File: config.mk
export PLATFORM = sky130hd
export DESIGN_NAME = priority_fifo_packet_queue_top_flat
export DESIGN_NICKNAME = d
export VERILOG_FILES = /design/src/pfq_pkg.sv /design/src/pfq_if.sv /design/src/pfq_datapath.sv /design/src/pfq_ctrl.sv /design/src/priority_fifo_packet_queue_top.sv /design/src/flat_wrapper.sv
export SDC_FILE = /design/constraint.sdc
export NUM_CORES = 2
export LEC_CHECK = 0
export BUFFER_PORTS_ARGS = -buffer_cell sky130_fd_sc_hd__buf_4
export CAP_MARGIN = 0
export CORE_MARGIN = 3
export CORE_UTILIZATION = 39
export DETAILED_ROUTE_END_ITERATION = 10
export SLEW_MARGIN = 20
export SYNTH_ARGS = -nofsm -noshare
export SYNTH_HDL_FRONTEND = slang
export SYNTH_SLANG_ARGS = --single-unit
File: constraint.sdc
create_clock -name clk -period 21.6 [get_ports clk]
set_input_delay 1.08 -clock clk [delete_from_list [all_inputs] [get_ports clk]]
set_output_delay 1.08 -clock clk [all_outputs]
set_load 0.01 [all_outputs]
File: src/pfq_pkg.sv
// ----------------------------------------------------------------------------
// pfq_pkg: shared types and constants of the priority packet queue
// Entry, request and response layouts, operation and status codes, the
// controller state type and the controller/datapath command and status.
// ----------------------------------------------------------------------------
package pfq_pkg;

  localparam int QUEUE_DEPTH = 16;
  localparam int CNT_W       = $clog2(QUEUE_DEPTH + 1);
  localparam int RC_W        = 5;
  localparam int COUNT_MAX   = 31;

  // operation codes
  localparam logic [1:0] KIND_ENQ = 2'd0;
  localparam logic [1:0] KIND_DEQ = 2'd1;
  localparam logic [1:0] KIND_CLR = 2'd2;

  // status codes
  localparam logic [1:0] STAT_DONE  = 2'd0;
  localparam logic [1:0] STAT_FULL  = 2'd1;
  localparam logic [1:0] STAT_EMPTY = 2'd2;

  typedef struct packed {
    logic [1:0]        kind;
    logic signed [7:0] priority_req;
    logic [15:0]       channel;
    logic [7:0]        command;
    logic [15:0]       payload_handle;
    logic [15:0]       payload_length;
    logic              clear_all;
  } pfq_req_t;

  typedef struct packed {
    logic [1:0]        status;
    logic signed [7:0] out_priority;
    logic [15:0]       out_channel;
    logic [7:0]        out_command;
    logic [15:0]       out_handle;
    logic [15:0]       out_length;
    logic [RC_W-1:0]   removed_count;
  } pfq_rsp_t;

  typedef struct packed {
    logic signed [7:0] pri;
    logic [15:0]       channel;
    logic [7:0]        command;
    logic [15:0]       handle;
    logic [15:0]       length;
  } pfq_entry_t;

  typedef enum logic [0:0] {
    ST_IDLE,
    ST_EXEC
  } pfq_state_t;

  typedef struct packed {
    logic capture;   // latch the accepted request
    logic clr_step;  // remove the first matching entry
    logic finish;    // complete the operation and load the response
  } pfq_cmd_t;

  typedef struct packed {
    logic is_clear;
    logic any_match;
  } pfq_stat_t;

endpackage

File: src/pfq_if.sv
// ----------------------------------------------------------------------------
// pfq_if: handshake channels of the priority packet queue
// Request, response and configuration channels, each valid/ready.
// ----------------------------------------------------------------------------
interface pfq_req_if;
  logic              valid;
  logic              ready;
  pfq_pkg::pfq_req_t data;
  modport source (output valid, output data, input ready);
  modport sink   (input valid, input data, output ready);
endinterface

interface pfq_rsp_if;
  logic              valid;
  logic              ready;
  pfq_pkg::pfq_rsp_t data;
  modport source (output valid, output data, input ready);
  modport sink   (input valid, input data, output ready);
endinterface

interface pfq_cfg_if;
  logic       valid;
  logic       ready;
  logic [7:0] data;
  modport source (output valid, output data, input ready);
  modport sink   (input valid, input data, output ready);
endinterface

File: src/pfq_datapath.sv
// ----------------------------------------------------------------------------
// pfq_datapath: shift-register cell array and response register
// Sorted insert, head removal and one-at-a-time purge of matching entries.
// ----------------------------------------------------------------------------
module pfq_datapath (
  input  logic                clk,
  input  logic                rst,
  input  pfq_pkg::pfq_cmd_t   cmd,
  output pfq_pkg::pfq_stat_t  stat,
  input  logic                cfg_we,
  input  logic [7:0]          cfg_data,
  input  pfq_pkg::pfq_req_t   req_data,
  output pfq_pkg::pfq_rsp_t   rsp_data
);

  pfq_pkg::pfq_entry_t cells    [pfq_pkg::QUEUE_DEPTH];
  pfq_pkg::pfq_entry_t shift_up [pfq_pkg::QUEUE_DEPTH];
  pfq_pkg::pfq_entry_t shift_dn [pfq_pkg::QUEUE_DEPTH];
  pfq_pkg::pfq_entry_t new_entry;
  pfq_pkg::pfq_req_t   op;
  pfq_pkg::pfq_rsp_t   rsp_next;

  logic [pfq_pkg::CNT_W-1:0]       count;
  logic [pfq_pkg::CNT_W-1:0]       removed;
  logic [7:0]                      dcc;
  logic [pfq_pkg::QUEUE_DEPTH-1:0] valid, gt, match, take, ins, rm;
  logic                            full, empty;
  logic                            do_enq, do_deq;

  assign new_entry = '{pri:     op.priority_req,
                       channel: op.channel,
                       command: op.command,
                       handle:  op.payload_handle,
                       length:  op.payload_length};

  assign full   = count == pfq_pkg::CNT_W'(pfq_pkg::QUEUE_DEPTH);
  assign empty  = count == '0;
  assign do_enq = cmd.finish && op.kind == pfq_pkg::KIND_ENQ && !full;
  assign do_deq = cmd.finish && op.kind == pfq_pkg::KIND_DEQ && !empty;

  genvar g;
  generate
    for (g = 0; g < pfq_pkg::QUEUE_DEPTH; g++) begin : g_cell
      localparam logic [pfq_pkg::QUEUE_DEPTH-1:0] LowMask =
        {pfq_pkg::QUEUE_DEPTH{1'b1}} >> (pfq_pkg::QUEUE_DEPTH - 1 - g);

      assign valid[g] = pfq_pkg::CNT_W'(g) < count;
      assign gt[g]    = valid[g] && ($signed(op.priority_req) > $signed(cells[g].pri));
      assign match[g] = valid[g] && cells[g].channel == op.channel &&
                        (op.clear_all || cells[g].command == dcc);
      // new entry goes at the first cell it outranks, or at the tail
      assign take[g]  = valid[g] ? gt[g] : (pfq_pkg::CNT_W'(g) == count);
      // cell lies at or beyond the first match
      assign rm[g]    = |(match & LowMask);

      if (g == 0) begin : g_first
        assign ins[g]      = take[g];
        assign shift_dn[g] = new_entry;
      end else begin : g_rest
        assign ins[g]      = take[g] && !take[g-1];
        assign shift_dn[g] = cells[g-1];
      end

      if (g == pfq_pkg::QUEUE_DEPTH - 1) begin : g_last
        assign shift_up[g] = cells[g];
      end else begin : g_inner
        assign shift_up[g] = cells[g+1];
      end

      always_ff @(posedge clk) begin
        if (do_enq) begin
          if (ins[g]) begin
            cells[g] <= new_entry;
          end else if (take[g]) begin
            cells[g] <= shift_dn[g];
          end
        end else if (do_deq) begin
          cells[g] <= shift_up[g];
        end else if (cmd.clr_step && rm[g]) begin
          cells[g] <= shift_up[g];
        end
      end
    end
  endgenerate

  assign stat.is_clear  = op.kind == pfq_pkg::KIND_CLR;
  assign stat.any_match = |match;

  always_ff @(posedge clk) begin
    if (rst) begin
      count   <= '0;
      removed <= '0;
      dcc     <= 8'd0;
    end else begin
      if (cfg_we) begin
        dcc <= cfg_data;
      end
      if (cmd.capture) begin
        removed <= '0;
      end else if (cmd.clr_step) begin
        removed <= removed + 1'b1;
        count   <= count - 1'b1;
      end else if (do_enq) begin
        count <= count + 1'b1;
      end else if (do_deq) begin
        count <= count - 1'b1;
      end
    end
  end

  always_ff @(posedge clk) begin
    if (cmd.capture) begin
      op <= req_data;
    end
  end

  always_comb begin
    rsp_next = '0;
    case (op.kind)
      pfq_pkg::KIND_ENQ: begin
        rsp_next.status = full ? pfq_pkg::STAT_FULL : pfq_pkg::STAT_DONE;
      end
      pfq_pkg::KIND_DEQ: begin
        if (empty) begin
          rsp_next.status = pfq_pkg::STAT_EMPTY;
        end else begin
          rsp_next.status       = pfq_pkg::STAT_DONE;
          rsp_next.out_priority = cells[0].pri;
          rsp_next.out_channel  = cells[0].channel;
          rsp_next.out_command  = cells[0].command;
          rsp_next.out_handle   = cells[0].handle;
          rsp_next.out_length   = cells[0].length;
        end
      end
      pfq_pkg::KIND_CLR: begin
        rsp_next.status        = pfq_pkg::STAT_DONE;
        rsp_next.removed_count = (32'(removed) > 32'(pfq_pkg::COUNT_MAX)) ?
                                 pfq_pkg::RC_W'(pfq_pkg::COUNT_MAX) :
                                 pfq_pkg::RC_W'(removed);
      end
      default: begin
        rsp_next.status = pfq_pkg::STAT_DONE;
      end
    endcase
  end

  always_ff @(posedge clk) begin
    if (cmd.finish) begin
      rsp_data <= rsp_next;
    end
  end

  a_count_bound: assert property (@(posedge clk) disable iff (rst)
    count <= pfq_pkg::CNT_W'(pfq_pkg::QUEUE_DEPTH))
    else $error("entry count beyond queue depth");

  a_step_has_match: assert property (@(posedge clk) disable iff (rst)
    cmd.clr_step |-> stat.any_match && stat.is_clear)
    else $error("purge step with no matching entry");

endmodule

File: src/pfq_ctrl.sv
// ----------------------------------------------------------------------------
// pfq_ctrl: operation sequencer of the priority packet queue
// Accepts a request, steps the purge loop, and owns the response valid.
// ----------------------------------------------------------------------------
module pfq_ctrl (
  input  logic               clk,
  input  logic               rst,
  input  logic               req_valid,
  output logic               req_ready,
  output logic               rsp_valid,
  input  logic               rsp_ready,
  input  pfq_pkg::pfq_stat_t stat,
  output pfq_pkg::pfq_cmd_t  cmd
);

  pfq_pkg::pfq_state_t state, state_next;
  logic                out_free;

  assign out_free = !rsp_valid || rsp_ready;

  always_ff @(posedge clk) begin
    if (rst) begin
      state <= pfq_pkg::ST_IDLE;
    end else begin
      state <= state_next;
    end
  end

  always_comb begin
    state_next = state;
    cmd        = '0;
    req_ready  = 1'b0;
    case (state)
      pfq_pkg::ST_IDLE: begin
        req_ready = 1'b1;
        if (req_valid) begin
          cmd.capture = 1'b1;
          state_next  = pfq_pkg::ST_EXEC;
        end
      end
      pfq_pkg::ST_EXEC: begin
        if (stat.is_clear && stat.any_match) begin
          cmd.clr_step = 1'b1;
        end else if (out_free) begin
          cmd.finish = 1'b1;
          state_next = pfq_pkg::ST_IDLE;
        end
      end
      default: begin
        state_next = pfq_pkg::ST_IDLE;
      end
    endcase
  end

  always_ff @(posedge clk) begin
    if (rst) begin
      rsp_valid <= 1'b0;
    end else if (cmd.finish) begin
      rsp_valid <= 1'b1;
    end else if (rsp_ready) begin
      rsp_valid <= 1'b0;
    end
  end

  a_accept_to_exec: assert property (@(posedge clk) disable iff (rst)
    req_valid && req_ready |=> state == pfq_pkg::ST_EXEC)
    else $error("accepted beat did not start execution");

  a_no_overwrite: assert property (@(posedge clk) disable iff (rst)
    cmd.finish |-> !rsp_valid || rsp_ready)
    else $error("response overwritten before it was taken");

endmodule

File: src/priority_fifo_packet_queue_top.sv
// ----------------------------------------------------------------------------
// priority_fifo_packet_queue_top: priority-ordered descriptor queue
// Sixteen-entry transmit queue with sorted insert, head dequeue and purge.
// ----------------------------------------------------------------------------
// Holds up to 16 command descriptors (priority, channel, command, handle,
// length) in a shift-register cell array kept in descending priority order;
// equal priorities leave oldest first. Every request beat gives exactly one
// response beat. Each request is accepted, then executed into the response
// register; kind 3 does nothing. A channel clear first removes its N
// matching entries, one purge step per entry, and then executes: the cell
// array drops one matching entry per cycle, the first one, shifting the rest
// down, which keeps the survivors in order. A new request is taken once the
// previous one has been executed, even while its response beat still waits
// in the output register; execution stalls only if that register is still
// occupied. The data command code register may be written at any time the
// queue is idle; its port is always ready. No clearing pass after reset:
// the fill count alone marks which cells hold entries.
// ----------------------------------------------------------------------------
module priority_fifo_packet_queue_top (
  input logic      clk,
  input logic      rst,
  pfq_req_if.sink  req,
  pfq_rsp_if.source rsp,
  pfq_cfg_if.sink  cfg
);

  pfq_pkg::pfq_cmd_t  cmd;
  pfq_pkg::pfq_stat_t stat;

  // config writes land straight in the datapath register
  assign cfg.ready = 1'b1;

  pfq_ctrl u_ctrl (
    .clk       (clk),
    .rst       (rst),
    .req_valid (req.valid),
    .req_ready (req.ready),
    .rsp_valid (rsp.valid),
    .rsp_ready (rsp.ready),
    .stat      (stat),
    .cmd       (cmd)
  );

  pfq_datapath u_datapath (
    .clk      (clk),
    .rst      (rst),
    .cmd      (cmd),
    .stat     (stat),
    .cfg_we   (cfg.valid),
    .cfg_data (cfg.data),
    .req_data (req.data),
    .rsp_data (rsp.data)
  );

endmodule

File: src/flat_wrapper.sv
// flat-port wrapper written by rule: the top's interface ports become plain ports
module priority_fifo_packet_queue_top_flat 
  (clk, rst, req_valid, req_data, req_ready, rsp_valid, rsp_data, rsp_ready, cfg_valid, cfg_data, cfg_ready);
  pfq_req_if req_i ();
  pfq_rsp_if rsp_i ();
  pfq_cfg_if cfg_i ();
  input logic clk;
  input logic rst;
  input wire logic [$bits(req_i.valid)-1:0] req_valid;
  input wire logic [$bits(req_i.data)-1:0] req_data;
  output wire logic [$bits(req_i.ready)-1:0] req_ready;
  output wire logic [$bits(rsp_i.valid)-1:0] rsp_valid;
  output wire logic [$bits(rsp_i.data)-1:0] rsp_data;
  input wire logic [$bits(rsp_i.ready)-1:0] rsp_ready;
  input wire logic [$bits(cfg_i.valid)-1:0] cfg_valid;
  input wire logic [$bits(cfg_i.data)-1:0] cfg_data;
  output wire logic [$bits(cfg_i.ready)-1:0] cfg_ready;
  assign req_i.valid = req_valid;
  assign req_i.data = req_data;
  assign req_ready = req_i.ready;
  assign rsp_valid = rsp_i.valid;
  assign rsp_data = rsp_i.data;
  assign rsp_i.ready = rsp_ready;
  assign cfg_i.valid = cfg_valid;
  assign cfg_i.data = cfg_data;
  assign cfg_ready = cfg_i.ready;
  priority_fifo_packet_queue_top u_core (.clk(clk), .rst(rst), .req(req_i), .rsp(rsp_i), .cfg(cfg_i));
endmodule
* Word-level counts from Yosys, hierarchy flattened
Memory sizes are Yosys's and may differ from the RTL's. Cells that the tools add are included.
Word-level totals: flip-flop bits (word level) 158, RAM bits 1024, input bits 80, output and inout bits 74, logic and storage cells 552, memories 1
Memories:
- u_core.u_datapath.cells | depth 16, width 64, rd ports 16, clocked after Yosys merged registers in 0, write ports 16, line pfq_datapath.sv:16 | pfq_pkg::pfq_entry_t cells [pfq_pkg::QUEUE_DEPTH];
Cells by class: $add $sub $neg 3, magnitude comparators 32, eq/ne operators 50, mux-type cells 256, bitwise operators 50, reduce and logical (&&, ||, !) cells 141
Operator list (count):
- 64-bit two-way mux | 47
- 16-bit == test | 16
- 1-bit two-way mux | 202
- 8-bit == test | 16
- 8-bit > comparator | 16
- 1-bit logical AND | 84
- 1-bit OR | 47
- 4-bit by 5-bit == test with 1-bit output, first input constant | 8
- 4-bit by 5-bit less-than comparator with 1-bit output, first input constant | 8
- 3-bit by 5-bit == test with 1-bit output, first input constant | 4
- 3-bit by 5-bit less-than comparator with 1-bit output, first input constant | 4
- 1-bit zero test | 18
- 1-bit logical OR | 17
- 16-bit OR reduction | 1
- 5-bit two-way mux | 3
- 15-bit OR reduction | 1
- 14-bit OR reduction | 1
- 13-bit OR reduction | 1
- 12-bit OR reduction | 1
- 11-bit OR reduction | 1
- 5-bit by 1-bit adder with 5-bit output, second input constant | 2
- 2-bit by 5-bit == test with 1-bit output, first input constant | 2
- 1-bit by 5-bit less-than comparator with 1-bit output, first input constant | 2
- 2-bit by 5-bit less-than comparator with 1-bit output, first input constant | 2
- other kinds (23) | 28

* Logic depth before layout (Yosys ltp)
An unclocked memory read counts as a cell.
word-level depth 15, gate-level depth with buffers 15, gate-level depth less buffers 11

* By module
A second synthesis with hierarchy kept.
Unflattened totals: cells, all modules 5339, area, all modules 69113.8 sq um
By module, submodules not included:
- pfq_datapath | times used 1, cells each 5325, area each 68982.4 sq um, sequential area each 35253.8 sq um
- pfq_ctrl | times used 1, cells each 12, area each 120.1 sq um, sequential area each 40.0 sq um
- priority_fifo_packet_queue_top | times used 1, cells each 2, area each 11.3 sq um, sequential area each 0.0 sq um

* Least setup slack after synthesis
OpenSTA, ideal clock, no wires.
path kind input -> register, start point input port rsp_ready, end point memory u_core.u_datapath.cells[1][448] in the netlist's numbering (enable), setup time 0.578 ns, arrival time 6.835 ns, data required time 21.022 ns, path slack 14.187 ns, stages 6, path buffers 2, cells stage by stage nand2b_1 > nand2_1 > or4_1 > buf_2 > clkbuf_1 > nor3b_1
RTL lines:
- start, declared | line flat_wrapper.sv:14 | input wire logic [$bits(rsp_i.ready)-1:0] rsp_ready;
- end, declared | line pfq_datapath.sv:16

==> results.toml <==
[outcome]
outcome = "complete, no violations"

[drt]
postRouteAntennaNets = 0
drtIter0Drc = 3686
drt_wl_total_um = 187000
drc = 0
routedWlPerCell_um = 23.6
dr.pass1.iters = 6
routed_via_density = 5.57
vias = 44000

[power_and_ir_drop]
pwr-share-clk_pct = 44.9
p_switching_mw = 1.29
p_int_mw = 4.11
p_sw_share_pct = 23.9
p_leak_nw = 25.3
power_frac_comb_pct = 6.7
power.density_nw_per_um2 = 73.1
pwr-share-seq_pct = 48.4
vdd_drop_max_uv = 62.6

[sta]
final-hold-violation-count = 0
rsz0062_at_grt = "false"
worst_pin_slew_ns = 1.15
setup_tns_ns = 0
setup_viol = 0
whs_ns = 0.448
max-slew-margin-rel_pct = 23.5
fmax_mhz = 179
finalCritPeriodShare_pct = 25.8
fin_skew_ns = 0.0400
period_needed_ns = 5.57
slew_viol_final = 0

[worst_setup_path]
max_stage_delay_ns = 1.00
timing.rr.start = "u_core.u_datapath.count[1]"
path_delay_family = "buffers and inverters"
cp.required_ns = 22.01
crit_buf_inv = 4
worstSetupPathType = "reg -> reg"
cpMaxStageDelayCell = "and3_1"
arrival_ns = 5.98
crit_chain = "inv_1 -> ha_1 -> nor2b_1 -> a21oi_4 -> buf_4 -> and3_1 -> o31a_2 -> buf_4 -> o21bai_4 -> buf_4"
cp-start-kind = "flop"
critPathCaptureType = "flop"
timing.critical_path.mode_cell = "buf_4"
crit_fanout = 65
r2r-end = "u_core.u_datapath.cells[1][220]"
rrSetupSlack_ns = 16.03
r2r_cells = 10

[clock_tree]
cts_max_path_buffers = 3
clkSinkCount = 1182
cts_tree = "yes"
clk_latency_ns = 0.81
root_buffer = "clkbuf_16"
htreeDepth = 4
post_cts_buffers = 0
cts_buffers = 143
hold_buffers = 0
path_clk_slew_ns = 0.06
cts_resized = 0

[cells_and_area]
antenna_cells = 0
drive_above_1_share_pct = 15.7
seq_area_um2 = 35300
area_growth_pct = 11.9
fillerInstances = 15500
multi_input_area_um2 = 28800
layout.nets = 5794
final_cell_area_um2 = 74000

[grt]
grt_overflow = 0
busiest_layer = "met2"
antenna_found_initial = 0
use_met3_pct = 3.38
grt_use_met1_pct = 27.6
grt_pass1_vias = 44400
grt_pass1_wl_um = 282000
grt_max_degree = 77
grt_util_met2_pct = 34.9
grt_usage_pct = 21.0

[logic_synthesis]
synth_top_family_by_area = "multiplexers"
synth_fp_nets = 5824
synth-main-ff-cell = "edfxtp_1"
syn_inst = 5610
synth_edf_count = 1162
yosysWarnings = 0
synth_xor_area_share_pct = 5.13
synth_area_um2 = 66100
synth-simple-area-share_pct = 8.34
synth-compound-area-share_pct = 7.52
seq_area_frac_synth_pct = 53.4
post_synth_fa_ha_maj_area_fraction_pct = 2.54
synth-seq-cells = 1182
synthMuxAreaShare_pct = 19.4
ys_types = 74
avgSynthCellArea_um2 = 11.8
async_flop_share_pct = 0

[floorplanning]
fp.dieW_um = 418
start_util_pct = 39.4
die-area_um2 = 175000
die_y_um = 418
core.rowCount = 150
placeableCoreArea_um2 = 168000
ioPinCount = 154

[place]
dp_hpwl_um = 125000
placed_area_um2 = 69300
gp_congestion = 0.936
portBuffers = 152

[min_path]
min_from = "req_data[22]"
hold_end = "u_core.u_datapath.new_entry[21]"
hold_path_class = "in -> reg"
hold_depth = 1

[run]
maxCapViolations = 0
area by class of cell:
| type | count | share of cell area [%] |
|---|---|---|
| Sequential cell | 1182 | 47.7 |
| Inverter | 121 | 0.614 |
| Tap cell | 2204 | 3.73 |
| Clock buffer | 182 | 5.06 |
| Multi-Input combinational cell | 3866 | 38.9 |
| Clock inverter | 75 | 1.26 |
| Timing Repair Buffer | 266 | 2.74 |
cell usage after synthesis, types with 5 or more instances:
library cell,n,share of area (%)
or4_1,8,0.091
and4_1,10,0.13
o21a_1,32,0.36
nand4_1,63,0.60
dfxtp_1,20,0.61
a22oi_1,8,0.091
buf_2,126,0.95
buf_1,32,0.18
nand4b_1,5,0.066
edfxtp_1,1162,53
xor2_1,256,3.4
nand2_1,615,3.5
nor2b_1,25,0.24
mux2_1,99,1.7
nor4_1,82,0.78
or2_2,7,0.066
a2111oi_0,6,0.079
nor3_1,43,0.33
clkbuf_1,244,1.4
a211oi_1,5,0.057
xnor2_1,131,1.7
o211ai_1,15,0.17
a21oi_1,178,1.3
o21ai_0,620,4.7
nor2_1,194,1.1
nand3_1,32,0.24
or3_1,11,0.10
and2_1,72,0.68
buf_6,11,0.19
mux2_2,375,6.4
nand2b_1,6,0.057
inv_1,121,0.69
nor4b_1,5,0.066
ha_1,134,2.5
mux2i_1,747,11
buf_4,28,0.32
o311ai_0,7,0.093
a21o_1,6,0.068
a31oi_1,5,0.047
sequential cells by signal, summed over array words and instances, names as in the netlist:
name	flops
u_core.u_datapath.dcc	8
u_core.u_datapath.rsp_data	71
u_core.u_datapath.count	5
u_core.u_datapath.removed	5
u_core.u_ctrl.rsp_valid	1
u_core.u_datapath.op	3
u_core.u_datapath.new_entry	64
u_core.u_ctrl.state	1
u_core.u_datapath.cells	1024
through the flow:
step | worst slack [ns] | util, % | std cells | total power [mW]
5_1_grt | 15.83 | 44.1 | 7896 | 5.59
4_1_cts | 16.14 | 44.1 | 7896 | 5.46
3_5_place_dp | 16.20 | 41.3 | 7639 | 3.03
3_3_place_gp | 16.19 | 41.3 | 7638 | 3.01
2_1_floorplan | 14.19 | - | 5610 | 2.90
6_report | 16.03 | 44.1 | 7896 | 5.40
power groups by stage:
| stage | clock network [mW] | logic, mW | registers [mW] |
|---|---|---|---|
| CTS | 2.48 | 0.365 | 2.62 |
| detailed placement | 0 | 0.364 | 2.66 |
| floorplan | 0 | 0.254 | 2.64 |
| finish | 2.43 | 0.362 | 2.62 |
| global placement | 0 | 0.353 | 2.66 |
| global route | 2.57 | 0.403 | 2.62 |
routing by layer:
| metal | share of wire, % | wire length [µm] | vias up |
|---|---|---|---|
| li1 | - | - | 20500 |
| met1 | 43 | 80700 | 21800 |
| met3 | 5.6 | 10500 | 345 |
| met2 | 48 | 88700 | 1322 |
| met4 | 3.6 | 6800 | 0 |
| met5 | 0 | 0 | - |
cells in the final DEF (no fill, tap or decap), types with 134 or more instances in the layout:
master | synthesis | routed
a21oi_1 | 178 | 172
o21ai_0 | 620 | 615
mux2i_1 | 747 | 747
nand2_1 | 615 | 608
mux2_2 | 375 | 375
ha_1 | 134 | 134
edfxtp_1 | 1162 | 1162
buf_4 | 28 | 263
nor2_1 | 194 | 190
xor2_1 | 256 | 256
clkbuf_16 | 0 | 143
worst max-delay path by stage:
stage / startpoint / endpoint / slack (ns) / cells past startpoint
6_report: u_core.u_datapath.count[1] / u_core.u_datapath.cells[1][220] / 16.03 / 10
5_1_grt: u_core.u_datapath.count[1] / u_core.u_datapath.cells[1][206] / 15.83 / 10
4_1_cts: u_core.u_datapath.count[4] / u_core.u_datapath.cells[1][264] / 16.14 / 13
3_5_place_dp: u_core.u_datapath.count[1] / u_core.u_datapath.cells[1][216] / 16.20 / 10
3_3_place_gp: u_core.u_datapath.dcc[6] / u_core.u_datapath.cells[1][282] / 16.19 / 12
2_1_floorplan: rsp_ready / u_core.u_datapath.cells[1][448] / 14.19 / 6
kinds of logic (layout without fill, tap and decap cells):
kind of cell / Yosys count / in the layout
xor gates and xnor gates: 387 / 387
DFF: 1182 / 1182
other: 1 / 1
and+or+nand+nor: 1201 / 1201
adders and majority gates: 134 / 134
AOI/OAI and AO/OA: 922 / 922
buffers and inverters: 562 / 644
muxes: 1221 / 1221
(Power assumes the default switching activity.)
